$ cat src/rtl/sfd_pkg.sv
// Shared types and constants for the sum-checked frame deframer.
`default_nettype none
package sfd_pkg;

    localparam logic [7:0]  START_BYTE = 8'h68;
    localparam logic [7:0]  END_BYTE   = 8'h16;
    localparam logic [16:0] HEADER_LEN = 17'd11;
    localparam logic [16:0] LEN_LO_IDX = 17'd9;
    localparam logic [16:0] LEN_HI_IDX = 17'd10;
    localparam logic [15:0] MAX_LEN_RESET = 16'd256;

    localparam logic [2:0] ST_NONE = 3'd0;
    localparam logic [2:0] ST_DONE = 3'd1;
    localparam logic [2:0] ST_LEN  = 3'd2;
    localparam logic [2:0] ST_CS   = 3'd3;
    localparam logic [2:0] ST_END  = 3'd4;

    localparam int TDATA_W = 48;
    localparam int TUSER_W = 4;

    typedef struct packed {
        logic [7:0]  frame_byte;
        logic        byte_in_frame;
        logic [16:0] byte_index;
        logic [2:0]  status;
        logic [16:0] frame_length;
    } t_result;

endpackage
`default_nettype wire

$ cat src/rtl/sfd_core.sv
// Frame tracking state and per-byte result logic.
`default_nettype none
module sfd_core
    import sfd_pkg::*;
(
    input  wire logic        i_clk,
    input  wire logic        i_rst_n,
    input  wire logic        i_cfg_wr_en,
    input  wire logic [15:0] i_cfg_wr_data,
    input  wire logic        i_step,
    input  wire logic [7:0]  i_byte,
    output t_result          o_result
);

    logic        r_in_frame, n_in_frame;
    logic [16:0] r_pos, n_pos;
    logic [7:0]  r_sum, n_sum;
    logic [7:0]  r_len_low, n_len_low;
    logic [16:0] r_data_end, n_data_end;
    logic [15:0] r_max_len;

    logic [15:0] len;
    logic [16:0] pos_inc;
    logic [16:0] end_pos;

    assign len     = {i_byte, r_len_low};
    assign pos_inc = r_pos + 17'd1;
    assign end_pos = r_data_end + 17'd1;

    always_comb begin
        n_in_frame = r_in_frame;
        n_pos      = r_pos;
        n_sum      = r_sum;
        n_len_low  = r_len_low;
        n_data_end = r_data_end;
        o_result.frame_byte    = i_byte;
        o_result.byte_in_frame = 1'b0;
        o_result.byte_index    = '0;
        o_result.status        = ST_NONE;
        o_result.frame_length  = '0;

        if (!r_in_frame) begin
            if (i_byte == START_BYTE) begin
                n_in_frame = 1'b1;
                o_result.byte_in_frame = 1'b1;
                n_pos      = 17'd1;
                n_sum      = i_byte;
                n_data_end = HEADER_LEN;
            end
        end else if (r_pos < HEADER_LEN) begin
            o_result.byte_index    = r_pos;
            o_result.byte_in_frame = 1'b1;
            n_sum = r_sum + i_byte;
            n_pos = pos_inc;
            if (r_pos == LEN_LO_IDX) begin
                n_len_low = i_byte;
            end else if (r_pos == LEN_HI_IDX) begin
                if (len > r_max_len) begin
                    n_in_frame = 1'b0;
                    o_result.status = ST_LEN;
                end else begin
                    n_data_end = {1'b0, len} + HEADER_LEN;
                end
            end
        end else if (r_pos < r_data_end) begin
            o_result.byte_index    = r_pos;
            o_result.byte_in_frame = 1'b1;
            n_sum = r_sum + i_byte;
            n_pos = pos_inc;
        end else if (r_pos == r_data_end) begin
            // checksum byte: a mismatch is not taken into the frame
            o_result.byte_index = r_pos;
            if (r_sum == i_byte) begin
                o_result.byte_in_frame = 1'b1;
                n_pos = pos_inc;
            end else begin
                n_in_frame = 1'b0;
                o_result.status = ST_CS;
            end
        end else if (r_pos == end_pos) begin
            o_result.byte_index    = r_pos;
            o_result.byte_in_frame = 1'b1;
            n_pos      = pos_inc;
            n_in_frame = 1'b0;
            if (i_byte == END_BYTE) begin
                o_result.status       = ST_DONE;
                o_result.frame_length = pos_inc;
            end else begin
                o_result.status = ST_END;
            end
        end else begin
            // past the frame end, only reachable through a corrupt state
            o_result.byte_index = r_pos;
            n_in_frame = 1'b0;
            o_result.status = ST_LEN;
        end
    end

    always_ff @(posedge i_clk) begin
        if (!i_rst_n) begin
            r_in_frame <= 1'b0;
            r_pos      <= '0;
            r_sum      <= '0;
            r_len_low  <= '0;
            r_data_end <= HEADER_LEN;
            r_max_len  <= MAX_LEN_RESET;
        end else begin
            if (i_cfg_wr_en) begin
                r_max_len <= i_cfg_wr_data;
            end
            if (i_step) begin
                r_in_frame <= n_in_frame;
                r_pos      <= n_pos;
                r_sum      <= n_sum;
                r_len_low  <= n_len_low;
                r_data_end <= n_data_end;
            end
        end
    end

endmodule
`default_nettype wire

$ cat src/rtl/sfd_out_reg.sv
// Result register with valid/ready handshake toward the output stream.
`default_nettype none
module sfd_out_reg
    import sfd_pkg::*;
(
    input  wire logic     i_clk,
    input  wire logic     i_rst_n,
    input  wire logic     i_load,
    input  wire t_result  i_result,
    input  wire logic     i_ready,
    output logic          o_valid,
    output logic          o_can_load,
    output t_result       o_result
);

    logic    r_valid;
    t_result r_result;

    assign o_can_load = !r_valid || i_ready;
    assign o_valid    = r_valid;
    assign o_result   = r_result;

    always_ff @(posedge i_clk) begin
        if (!i_rst_n) begin
            r_valid <= 1'b0;
        end else if (o_can_load) begin
            r_valid <= i_load;
        end
    end

    always_ff @(posedge i_clk) begin
        if (o_can_load && i_load) begin
            r_result <= i_result;
        end
    end

endmodule
`default_nettype wire

$ cat src/rtl/sum_checked_frame_deframer_unit.sv
// Top level of the sum-checked frame deframer.
//
//  channel  dir  width  contents
//  s_axis   in   8      rx_byte
//  m_axis   out  48+4   tdata: frame_byte, byte_index, frame_length; tuser: flag, status
//  cfg      in   16     max_payload_len write
//
// One byte per cycle while m_axis_tready is high; each byte is held first in the input
// register and then in the result register before it appears on m_axis.
// The frame state updates when a byte moves from the input register to the result
// register, so a stall on m_axis holds both stages and no byte is lost.
// Synchronous active-low reset clears both valid flags and the frame state and
// sets max_payload_len to 256.
`default_nettype none
module sum_checked_frame_deframer_unit
    import sfd_pkg::*;
(
    input  wire logic               i_clk,
    input  wire logic               i_rst_n,
    input  wire logic               i_cfg_wr_en,
    input  wire logic [15:0]        i_cfg_wr_data,
    input  wire logic               s_axis_tvalid,
    output logic                    s_axis_tready,
    input  wire logic [7:0]         s_axis_tdata,   // [7:0] rx_byte
    output logic                    m_axis_tvalid,
    input  wire logic               m_axis_tready,
    output logic [TDATA_W-1:0]      m_axis_tdata,   // [7:0] frame_byte, [24:8] byte_index,
                                                    // [41:25] frame_length, [47:42] zero
    output logic [TUSER_W-1:0]      m_axis_tuser    // [0] byte_in_frame, [3:1] status
);

    logic       r_in_valid;
    logic [7:0] r_in_byte;
    logic       can_load;
    logic       step;
    t_result    core_result;
    t_result    out_result;

    assign step          = r_in_valid && can_load;
    assign s_axis_tready = !r_in_valid || can_load;

    always_ff @(posedge i_clk) begin
        if (!i_rst_n) begin
            r_in_valid <= 1'b0;
        end else if (s_axis_tready) begin
            r_in_valid <= s_axis_tvalid;
        end
    end

    always_ff @(posedge i_clk) begin
        if (s_axis_tready && s_axis_tvalid) begin
            r_in_byte <= s_axis_tdata;
        end
    end

    sfd_core u_core (
        .i_clk         (i_clk),
        .i_rst_n       (i_rst_n),
        .i_cfg_wr_en   (i_cfg_wr_en),
        .i_cfg_wr_data (i_cfg_wr_data),
        .i_step        (step),
        .i_byte        (r_in_byte),
        .o_result      (core_result)
    );

    sfd_out_reg u_out (
        .i_clk      (i_clk),
        .i_rst_n    (i_rst_n),
        .i_load     (r_in_valid),
        .i_result   (core_result),
        .i_ready    (m_axis_tready),
        .o_valid    (m_axis_tvalid),
        .o_can_load (can_load),
        .o_result   (out_result)
    );

    assign m_axis_tdata = {6'd0, out_result.frame_length, out_result.byte_index,
                           out_result.frame_byte};
    assign m_axis_tuser = {out_result.status, out_result.byte_in_frame};

endmodule
`default_nettype wire

$ cat config.mk
export PLATFORM = sky130hd
export DESIGN_NAME = sum_checked_frame_deframer_unit
export DESIGN_NICKNAME = d
export VERILOG_FILES = /design/src/rtl/sfd_pkg.sv /design/src/rtl/sfd_core.sv /design/src/rtl/sfd_out_reg.sv /design/src/rtl/sum_checked_frame_deframer_unit.sv
export SDC_FILE = /design/constraint.sdc
export NUM_CORES = 1
export LEC_CHECK = 0
export ABC_CLOCK_PERIOD_IN_PS = 3100
export BUFFER_PORTS_ARGS = -buffer_cell sky130_fd_sc_hd__buf_2
export CAP_MARGIN = 20
export CORE_UTILIZATION = 40
export DETAILED_ROUTE_END_ITERATION = 16
export HOLD_SLACK_MARGIN = 0.12
export SYNTH_ARGS = -nofsm -noshare
export SYNTH_HDL_FRONTEND = slang
export SYNTH_SLANG_ARGS = --single-unit
$ cat constraint.sdc
create_clock -name i_clk -period 3.1 [get_ports i_clk]
set_input_delay 0.155 -clock i_clk [delete_from_list [all_inputs] [get_ports i_clk]]
set_output_delay 0.155 -clock i_clk [all_outputs]
set_load 0.03 [all_outputs]
==> impl_results.md, run 1 <==
* Starting DRT DRC Count at 318
* Clock Sinks at 123
* Chip height at 137 um
* Drt total wl at 19.2 mm
* Row count at between 40 and 50
* Resized Gates After CTS at 0
* Max Transition Viols Final at 0
* Max VDD drop at 643 uV
* Clock power frac at 47.4%
* Core Region at 0.0180 mm^2
* WS Path Type: reg2reg
* Setup tns final at 0 ps
* Post-layout nets at 992
* Final hold viol count at 0
* Initial Util at 40.9%
* Final Cell Area at 0.00901 mm^2
* First-pass GRT wire length at 30.7 mm
* End of the critical path: u_core.r_in_frame
* Vias in the first global route at 5854
* Cell Pwr Density at 439 mW/mm^2
* Min Tclk post-route at 2860 ps
* Antenna-violating nets left at 0
* Critical path origin: r_in_byte[3]
* Crit share post-route at 92.3%
* Chip Width at 137 um
* CP Launch Type: register
* Hold Path Depth at 3
* Status: finished, final reports clean
* Via/cell ratio at approximately 5.3
* Required time worst endpoint at 3400 ps
* Final setup viols at 0
* Switch Pwr at ~1 mW
* Post-synth cell types at 77
* Synth warn at 0
* Hold WS at 224 ps
* Initial antenna violation count at 0
* Clock Pin Slew Worst Setup and Hold Paths at 60 ps
* Largest net degree at the start of global routing at 48
* Leakage power at 3.57 nW
* R2r setup slk at 240 ps
* DRC at 0
* Number of synthesized flops with an enable pin at 54
* Via count at 6158
* Layout cells sized above 1 at 18.9%
* Num CTS Buffers at 17
* Drt pass-1 iters at 5
* Multi-input logic area at 0.00392 mm^2
* Synth Instances at 798
* Slew margin rel. at 58.1%
* Cells on worst reg2reg path at 10
* Comb pwr share at 8.1%
* Hold Path Class: in2reg
* Fin util at about half
* Reg power frac at 44.5%
* Wire per inst at 16.5 um
* CTS Buffer Depth at 2
* Least-Margin Pin Slew at around 630 ps
* Seq cells post-synth at 123
* RSZ-0062 raised after global routing: no
* Dpl hpwl at between 10 and 15 mm
* Area delta synth->final at 22.8%
* Overall Global Routing Usage at 21.6%
* I/O Buffers at 76
* Int Pwr at 2.95 mW
* Peak Freq at 350 MHz
* Diode count at 0
* Switching Share at 25.4%
* I/O pin cnt at 83
* Maxcap violations at 0
* GRT overflow at 0
* Clock Latency Late Sink at 430 ps
* Clock root buffer: clkbuf_16
* Fraction of registers with async set or reset after synthesis at 0%
* Mapped cell area at ~0.0073 mm^2
* Top FF cell, synth: dfxtp_1
* CP endpoint kind: register
* Fillers at 1638
* Routability-driven placement congestion ratio at 0.882
* Crit path arrival time at 3160 ps
* H-tree Lvls at 4
* Avg Cell Area, Syn at approximately 9.2 um^2
* Worst-path maximum fanout at 24
* Sequential Area at 0.00300 mm^2
* Placed inst area at 0.00816 mm^2
* Clk_skew at 9.44 ps
* CTS tree: done
* Worst r2r src: r_in_byte[3]
* Critical R2R Capture: u_core.r_in_frame
* Die area at 0.0189 mm^2
* Seq/Total Area, Yosys at 40.9%
## power by group through the flow
stage               sequential, mW  combinational [mW]  clock [mW]
floorplan                     1.85               0.144           0
global placement              1.80               0.290           0
global route                  1.77               0.351        1.96
CTS                           1.76               0.320        1.90
detailed placement            1.80               0.292           0
finish                        1.76               0.320        1.87
## layer usage
layer  up-vias  track usage, %  wire length, um
li1       3101               -                -
met1      2841            27.4             8720
met2       182            35.5             8870
met3        34            4.67             1060
met4         0            8.67              507
met5         -               0                0
## synthesized netlist by cell type (all sizes together) (2+ instances only)
master | n | area (um^2)
nand3 | 31 | 160
xor2 | 17 | 149
or3 | 4 | 25.0
o21ba | 2 | 20.0
nand4b | 4 | 50.1
nor2b | 8 | 50.1
buf | 15 | 109
nor4b | 2 | 17.5
nand2b | 5 | 31.3
nor4 | 9 | 77.6
a32o | 9 | 90.1
dfxtp | 69 | 1380
o311ai | 2 | 17.5
a21o | 11 | 82.6
o21ai | 19 | 95.1
xnor2 | 32 | 280
nor2 | 94 | 353
mux2i | 31 | 310
inv | 46 | 173
nand3b | 4 | 30.0
a211o | 12 | 105
nand2 | 51 | 191
a41oi | 2 | 17.5
and3 | 5 | 31.3
and2 | 18 | 115
edfxtp | 54 | 1620
a211oi | 9 | 67.6
and4 | 4 | 35.0
o31ai | 4 | 30.0
o211ai | 7 | 52.6
o21a | 2 | 15.0
ha | 45 | 563
clkbuf | 42 | 159
or4 | 5 | 41.3
nor3 | 13 | 81.3
o32a | 2 | 20.0
nand4 | 28 | 181
o22ai | 5 | 31.3
a21oi | 47 | 243
or2 | 5 | 31.3
a31oi | 4 | 25.0
## layout by cell type (no fill, tap or decap), drive strengths merged, types with 5 or more instances in the layout
cell and count:
a32o 9, o22ai 5, nor3 13, and3 5, edfxtp 54, conb 6
buf 124, clkbuf 20, or2 5, xnor2 32, nor2b 8, clkinv 7
dlygate4sd3 28, nor4 9, a21o 11, a211oi 9, o211ai 7, a211o 12
nand2b 5, and2 18, or4 5, o21ai 19, ha 45, nor2 94
a21oi 47, dfxtp 69, nand3 31, nand4 28, nand2 51, mux2i 31
xor2 17, inv 50
## layout make-up
cell class                 instances  area share, %
clock buffer                      20           5.19
inverter                          47           2.00
sequential                       123           33.3
timing repair buffer             152           11.9
multi-input combinational        576           43.5
tap                              229           3.18
clock inverter                    12          0.958
## logic make-up (layout without fill, tap and decap cells)
| group | count (synthesis) | after routing | share of synthesized area [%] |
|---|---|---|---|
| AND/OR/NAND/NOR | 294 | 294 | 21.0 |
| AO/OA/AOI/OAI | 150 | 150 | 14.0 |
| flip-flops | 123 | 123 | 40.9 |
| buffers and inverters | 104 | 231 | 6.05 |
| XOR/XNOR | 49 | 49 | 5.85 |
| adder cells (fa/ha/maj) | 46 | 46 | 7.94 |
| multiplexers | 31 | 31 | 4.23 |
| other | 1 | 6 | 0.0511 |
## worst min path at each step
stage | end | slack [ps] | start
2_1_floorplan | r_in_byte[0] | 250 | s_axis_tdata[0]
3_5_place_dp | r_in_byte[1] | 330 | s_axis_tdata[1]
4_1_cts | u_core.r_max_len[8] | 220 | i_cfg_wr_en
6_report | u_core.r_max_len[8] | 220 | i_cfg_wr_en
3_3_place_gp | r_in_byte[2] | 330 | s_axis_tdata[2]
5_1_grt | u_core.r_max_len[8] | 250 | i_cfg_wr_en
## timing repair
item,4_1_cts,5_1_grt
hold buffers,28,0
setup endpoints to repair,0,9
setup buffers,0,1
endpoints found under the hold margin,29,0
## sequential cells by signal, indices dropped and copies added, names as in the netlist
name	count
u_core.r_len_low	8
u_core.r_data_end	17
u_out.o_result	46
u_out.o_valid	1
r_in_byte	8
u_core.r_sum	8
u_core.r_in_frame	1
r_in_valid	1
u_core.r_pos	17
u_core.r_max_len	16
## per-stage QoR
step                      total power [mW]  setup slack, ps  instances
after floorplan                       1.99             31.4        803
after global placement                2.09              235       1098
after detailed placement              2.09              175       1098
after CTS                             3.99              152       1158
after global routing                  4.08             25.1       1159
final                                 3.96              239       1159
## worst max-delay path: stages, from the launching register on
cell,delay [ps]
edfxtp_1,580
ha_1,390
nand4_1,90
nor2_1,90
nand2_1,70
or2_2,320
o21ai_0,270
o22ai_2,230
buf_12,220
o31ai_1,360
a21oi_1,110
(Power assumes the default switching activity.)
==> inputs of run 2 (changes only) <==
--- a/config.mk
+++ b/config.mk
@@ -8,9 +8,10 @@
 export ABC_CLOCK_PERIOD_IN_PS = 3100
 export BUFFER_PORTS_ARGS = -buffer_cell sky130_fd_sc_hd__buf_2
 export CAP_MARGIN = 20
-export CORE_UTILIZATION = 40
+export CORE_UTILIZATION = 35
 export DETAILED_ROUTE_END_ITERATION = 16
 export HOLD_SLACK_MARGIN = 0.12
 export SYNTH_ARGS = -nofsm -noshare
 export SYNTH_HDL_FRONTEND = slang
+export SYNTH_HIERARCHICAL = 1
 export SYNTH_SLANG_ARGS = --single-unit
==> impl_results.md, run 2 <==
* Status: finished, final reports clean (unchanged)
* Num CTS Buffers at 17 (unchanged)
* CP endpoint kind: register (unchanged)
* RSZ-0062 raised after global routing: no (unchanged)
* Worst r2r src: u_core/r_data_end[10] (was r_in_byte[3])
* Top cells by count, synth: nor2_1 (77), nand2_1 (73), dfxtp_1 (69), edfxtp_1 (54), inv_1 (50) (was nor2_1 (94), dfxtp_1 (69), edfxtp_1 (54), nand2_1 (51), inv_1 (46))
* Synth Instances at 821 (was 798)
* Least-Margin Pin Slew at 620 ps (was 629 ps)
* Clk_skew at 13.3 ps (was 9.44 ps)
* Crit share post-route at 94.4% (was 92.3%)
* Starting DRT DRC Count at 378 (was 318)
* Multi-input logic area at 0.00414 mm^2 (was 0.00392 mm^2)
* Initial Util at 35.8% (was 40.9%)
* Dpl hpwl at 14.8 mm (was 13.7 mm)
* Wire per inst at 16.5 um (about the same)
* Peak Freq at 342 MHz (was 350 MHz)
* Chip height at 149 um (was 137 um)
* Hold Path Class: in2reg (unchanged)
* Die area at 0.0223 mm^2 (was 0.0189 mm^2)
* Seq/Total Area, Yosys at 39.6% (was 40.9%)
* Drt total wl at 20.3 mm (was 19.2 mm)
* Mapped cell area at 0.00758 mm^2 (was 0.00734 mm^2)
* Critical path origin: u_core/r_data_end[10] (was r_in_byte[3])
* Via count at 6435 (was 6158)
* Worst-path maximum fanout at 8 (was 24)
* CTS Buffer Depth at 2 (unchanged)
* Synth warn at 6 (was 0)
* CTS tree: done (unchanged)
* Post-synth cell types at 86 (was 77)
* Cells on worst reg2reg path at 8 (was 10)
* Clock Pin Slew Worst Setup and Hold Paths at 60 ps (about the same)
* Overall Global Routing Usage at 19.0% (was 21.6%)
* Cell Pwr Density at 430 mW/mm^2 (was 439 mW/mm^2)
* Row count at 53 (was 49)
* Final hold viol count at 0 (unchanged)
* Via/cell ratio at 5.24 (was 5.31)
* Clock Sinks at 123 (unchanged)
* Number of synthesized flops with an enable pin at 54 (unchanged)
* Avg Cell Area, Syn at 9.24 um^2 (was 9.20 um^2)
* Antenna-violating nets left at 0 (unchanged)
* I/O Buffers at 76 (unchanged)
* Synth top area share at 21.4% (was 22.1%)
* Area contributors post-synth: edfxtp_1 (21%), dfxtp_1 (18%), ha_1 (7.4%) (was edfxtp_1 (22%), dfxtp_1 (19%), ha_1 (7.7%))
* Placed inst area at 0.00844 mm^2 (was 0.00816 mm^2)
* Area delta synth->final at 22.8% (about the same)
* Slew margin rel. at 58.6% (was 58.1%)
* Leakage power at 3.79 nW (was 3.57 nW)
* Fraction of registers with async set or reset after synthesis at 0% (unchanged)
* Clock root buffer: clkbuf_16 (unchanged)
* Fillers at 2065 (was 1638)
* Max Transition Viols Final at 0 (unchanged)
* Worst Min Path Start: i_rst_n (was i_cfg_wr_en)
* Largest net degree at the start of global routing at 47 (was 48)
* Layout cells sized above 1 at 19.7% (was 18.9%)
* H-tree Lvls at 4 (unchanged)
* Initial antenna violation count at 0 (unchanged)
* Final Cell Area at 0.00931 mm^2 (was 0.00901 mm^2)
* DRC at 0 (unchanged)
* Vias in the first global route at 6071 (was 5854)
* Final setup viols at 0 (unchanged)
* Most common cell after layout, fill and taps aside: nor2_1 (unchanged)
* Seq cells post-synth at 123 (unchanged)
* Required time worst endpoint at 3380 ps (was 3400 ps)
* Drt pass-1 iters at 4 (was 5)
* First-pass GRT wire length at 32.4 mm (was 30.7 mm)
* Crit path arrival time at 3210 ps (was 3160 ps)
* R2r setup slk at 170 ps (was 240 ps)
* Most frequent cells in the layout: nor2_1 (77), buf_2 (76), nand2_1 (73) (was nor2_1 (94), buf_2 (76), dfxtp_1 (69))
* Min Tclk post-route at 2930 ps (was 2860 ps)
* I/O pin cnt at 83 (unchanged)
* Chip Width at 149 um (was 137 um)
* WS Path Type: reg2reg (unchanged)
* Routability-driven placement congestion ratio at 0.909 (was 0.882)
* Synth area leader: edfxtp_1 (unchanged)
* Max VDD drop at 350 uV (was 643 uV)
* Largest register FFs at 46 (unchanged)
* Core Region at 0.0212 mm^2 (was 0.0180 mm^2)
* GRT overflow at 0 (unchanged)
* CP Launch Type: register (unchanged)
* Clock Latency Late Sink at 430 ps (about the same)
* Sequential Area at 0.00301 mm^2 (was 0.00300 mm^2)
* End of the critical path: u_core/r_pos[0] (was u_core.r_in_frame)
* Setup tns final at 0 ps (unchanged)
* Top FF cell, synth: dfxtp_1 (unchanged)
* Critical R2R Capture: u_core/r_pos[0] (was u_core.r_in_frame)
* Maxcap violations at 0 (unchanged)
* Post-layout nets at 1016 (was 992)
* Most common cell in the synthesized netlist: nor2_1 (unchanged)
* Diode count at 0 (unchanged)
run 2: cell count changes in the layout (fill, tap and decap cells not counted), moves of 11 or more:
cell	change
a211o_1	-11
a21oi_1	-18
buf_4	+11
mux2i_1	+12
nand2_1	+22
nor2_1	-17
run 2: worst min-delay path by stage:
stage | to | slack (ps) | cells past startpoint
after detailed placement | r_in_byte[2] | 330 | 1
after CTS | u_core/r_max_len[8] | 160 | 2
after global placement | r_in_byte[2] | 330 | 1
after global routing | u_core/r_max_len[8] | 170 | 2
after floorplan | r_in_byte[0] | 250 | 0
final | u_core/r_max_len[8] | 170 | 2
run 2: area by class of cell:
class                   count  share of cell area [%]
clock buffers              25                    5.67
clock inverters             7                   0.511
inverters                  51                    2.06
multi-input cells         591                    44.5
flip-flops and latches    123                    32.3
well taps                 275                    3.69
repair buffers            157                    11.3
run 2: metrics by stage:
step	util [%]	instances	power (mW)	hold WS [ps]	worst slack, ps
6_report	44.0	1229	4.01	173	174
2_1_floorplan	-	826	2.00	254	261
3_3_place_gp	39.9	1170	2.07	332	178
3_5_place_dp	39.9	1170	2.08	333	120
4_1_cts	43.8	1228	4.04	155	79.1
5_1_grt	44.0	1229	4.14	168	9.47
run 2: kinds of logic after synthesis:
group           synth area share (%)
buf+inv                         6.40
flops                           39.6
xor+xnor                        6.09
mux                             5.83
compound gates                  14.5
other cells                   0.0495
simple gates                    19.7
fa+ha+maj                       7.82
run 2: worst max-delay path, stage by stage, from the launching register on:
cell and delay [ps]:
dfxtp_1 440, nand2_1 260, nor4_1 390, xnor2_1 170, nor4b_1 230, or4b_4 520
or2_1 310, a2111oi_0 380, a211oi_1 100
run 2: routing by layer:
| metal | vias to the layer above | wire length (um) | GRT usage, % |
|---|---|---|---|
| met4 | 0 | 408 | 7.86 |
| met5 | - | 0 | 0 |
| met1 | 3017 | 9220 | 23.8 |
| li1 | 3182 | - | - |
| met2 | 206 | 9680 | 31.8 |
| met3 | 30 | 1010 | 3.61 |
run 2: power by group:
part / total (mW) / switching (mW) / internal [mW]
Combinational: 0.304 / 0.188 / 0.117
Clock: 1.94 / 0.751 / 1.19
Sequential: 1.76 / 0.0224 / 1.74
run 2: timing repair:
item	in CTS	in global routing
endpoints found under the hold margin	26	0
hold buffers	26	0
resized for setup	0	7
setup endpoints to repair	0	36
setup buffers	0	1
==> inputs of run 3 (changes only) <==
--- a/config.mk
+++ b/config.mk
@@ -11,6 +11,7 @@
 export CORE_UTILIZATION = 35
 export DETAILED_ROUTE_END_ITERATION = 16
 export HOLD_SLACK_MARGIN = 0.12
+export PLACE_DENSITY_LB_ADDON = 0.1
 export SYNTH_ARGS = -nofsm -noshare
 export SYNTH_HDL_FRONTEND = slang
 export SYNTH_HIERARCHICAL = 1
==> impl_results.md, run 3 (synthesized netlist as in run 2, its figures left out) <==
* I/O pin cnt at 83 (unchanged)
* Largest register FFs at 46 (unchanged)
* Core Region at 0.0212 mm^2 (unchanged)
* Met3 WL at 893 um (was 1.01 mm)
* Num CTS Buffers at 17 (unchanged)
* I/O Buffers at 76 (unchanged)
* Chip height at 149 um (unchanged)
* Area delta synth->final at 25.0% (was 22.8%)
* Wire per inst at 18.1 um (was 16.5 um)
* Most frequent cells in the layout: nor2_1 (77), buf_2 (76), nand2_1 (72) (was nor2_1 (77), buf_2 (76), nand2_1 (73))
* Max layer used: met4 (unchanged)
* Multi-input logic area at 0.00413 mm^2 (was 0.00414 mm^2)
* Status: finished, final reports clean (unchanged)
* Chip Width at 149 um (unchanged)
* Fillers at 2044 (was 2065)
* Largest net degree at the start of global routing at 47 (unchanged)
* Drt total wl at 22.5 mm (was 20.3 mm)
* Pwr Total at 4.11 mW (was 4.01 mW)
* Slew margin rel. at 48.3% (was 58.6%)
* Layout cells sized above 1 at 20.8% (was 19.7%)
* First-pass GRT wire length at 35.5 mm (was 32.4 mm)
* Row count at 53 (unchanged)
* Antenna-violating nets left at 0 (unchanged)
* Min Tclk post-route at 2890 ps (was 2930 ps)
* CP endpoint kind: register (unchanged)
* Initial Util at 35.8% (unchanged)
* Max Transition Viols Final at 0 (unchanged)
* Leakage power at 3.86 nW (was 3.79 nW)
* Dpl hpwl at 16.7 mm (was 14.8 mm)
* Starting DRT DRC Count at 331 (was 378)
* Wire length on met2 at 11.1 mm (was 9.68 mm)
* Met1 wire length at 9.75 mm (was 9.22 mm)
* Via/cell ratio at 5.29 (was 5.24)
* Clock Sinks at 123 (unchanged)
* Sequential Area at 0.00300 mm^2 (was 0.00301 mm^2)
* Setup repair bufs after CTS at 0 (unchanged)
* Worst-path maximum fanout at 9 (was 8)
* Required time worst endpoint at 3390 ps (was 3380 ps)
* Die area at 0.0223 mm^2 (unchanged)
* Clock Latency Late Sink at 420 ps (was 430 ps)
* Placed Cells at 1183 (was 1170)
* Hold WS at 246 ps (was 173 ps)
* Via count at 6573 (was 6435)
* GRT overflow at 0 (unchanged)
* Crit share post-route at 93.1% (was 94.4%)
* Maxcap violations at 0 (unchanged)
* Vias in the first global route at 6623 (was 6071)
* Final std cells w/o fill at 1243 (was 1229)
* Drt pass-1 iters at 5 (was 4)
* H-tree Lvls at 4 (unchanged)
* Crit path arrival time at 3180 ps (was 3210 ps)
* DRC at 0 (unchanged)
* Least-Margin Pin Slew at 776 ps (was 620 ps)
* Diode count at 0 (unchanged)
* Initial antenna violation count at 0 (unchanged)
* Clock root buffer: clkbuf_16 (unchanged)
* Hold Path Class: in2reg (unchanged)
* RSZ-0062 raised after global routing: yes (was no)
* Peak Freq at 346 MHz (was 342 MHz)
* CTS tree: done (unchanged)
* Cell Pwr Density at 434 mW/mm^2 (was 430 mW/mm^2)
* Clock Pin Slew Worst Setup and Hold Paths at 60 ps (about the same)
* Overall Global Routing Usage at 21.1% (was 19.0%)
* Routability-driven placement congestion ratio at 0.893 (was 0.909)
* Clk_skew at 8.43 ps (was 13.3 ps)
* CTS Buffer Depth at 2 (unchanged)
* WS Path Type: reg2reg (unchanged)
* Setup tns final at 0 ps (unchanged)
* Post-layout nets at 1030 (was 1016)
* Max VDD drop at 327 uV (was 350 uV)
* CP Launch Type: register (unchanged)
* Final setup viols at 0 (unchanged)
* Most common cell after layout, fill and taps aside: nor2_1 (unchanged)
* Final hold viol count at 0 (unchanged)
## run 3: path summary, 6_finish.rpt
path	depth (start not counted)	slack (ps)	from	to
max	11	210	u_core/r_data_end[12]	u_core/r_pos[16]
min reg2reg	2	490	u_core/r_max_len[7]	u_core/r_max_len[7]
min	3	250	i_cfg_wr_en	u_core/r_max_len[8]
max reg2reg	11	210	u_core/r_data_end[12]	u_core/r_pos[16]
## run 3: cell type report
cell class                      instances  share of cell area [%]
Timing Repair Buffer                  171                    12.7
Tap cell                              275                    3.63
Clock inverter                         14                    1.81
Multi-Input combinational cell        591                    43.6
Inverter                               51                    2.02
Clock buffer                           18                    4.53
Sequential cell                       123                    31.7
## run 3: per-stage QoR
stage                     util, %  cell area (um^2)  worst slack (ps)
after global routing         44.8              9470             -4.35
after global placement       40.5              8570               222
after detailed placement     40.5              8570               167
after floorplan                 -              7600               261
after CTS                    44.7              9450               126
final                        44.8              9470               213
## run 3: layer usage
| metal | vias to the layer above | global-route usage [%] |
|---|---|---|
| li1 | 3201 | - |
| met1 | 3144 | 25.4 |
| met2 | 194 | 36.5 |
| met3 | 34 | 3.46 |
| met4 | 0 | 9.95 |
| met5 | - | 0 |
## run 3: where the power goes
part | internal [mW] | total [mW] | leakage [nW] | switching, mW
clock | 1.27 | 2.04 | 0.286 | 0.774
sequential | 1.74 | 1.77 | 1.05 | 0.0267
combinational | 0.118 | 0.305 | 2.52 | 0.187
## run 3: critical path, stage by stage (launching register included)
cell and delay [ps]:
dfxtp_1 480, inv_1 80, ha_1 300, nand4_1 170
nor4_1 460, and4_1 280, nor4_1 60, and2_1 310
buf_4 210, o21a_1 170, o311ai_1 90, o41ai_2 130
## run 3: timing repair
action / CTS / global route
hold buffers: 28 / 0
setup endpoints to repair: 0 / 11
hold endpoints to repair: 26 / 0
resized for setup: 0 / 6
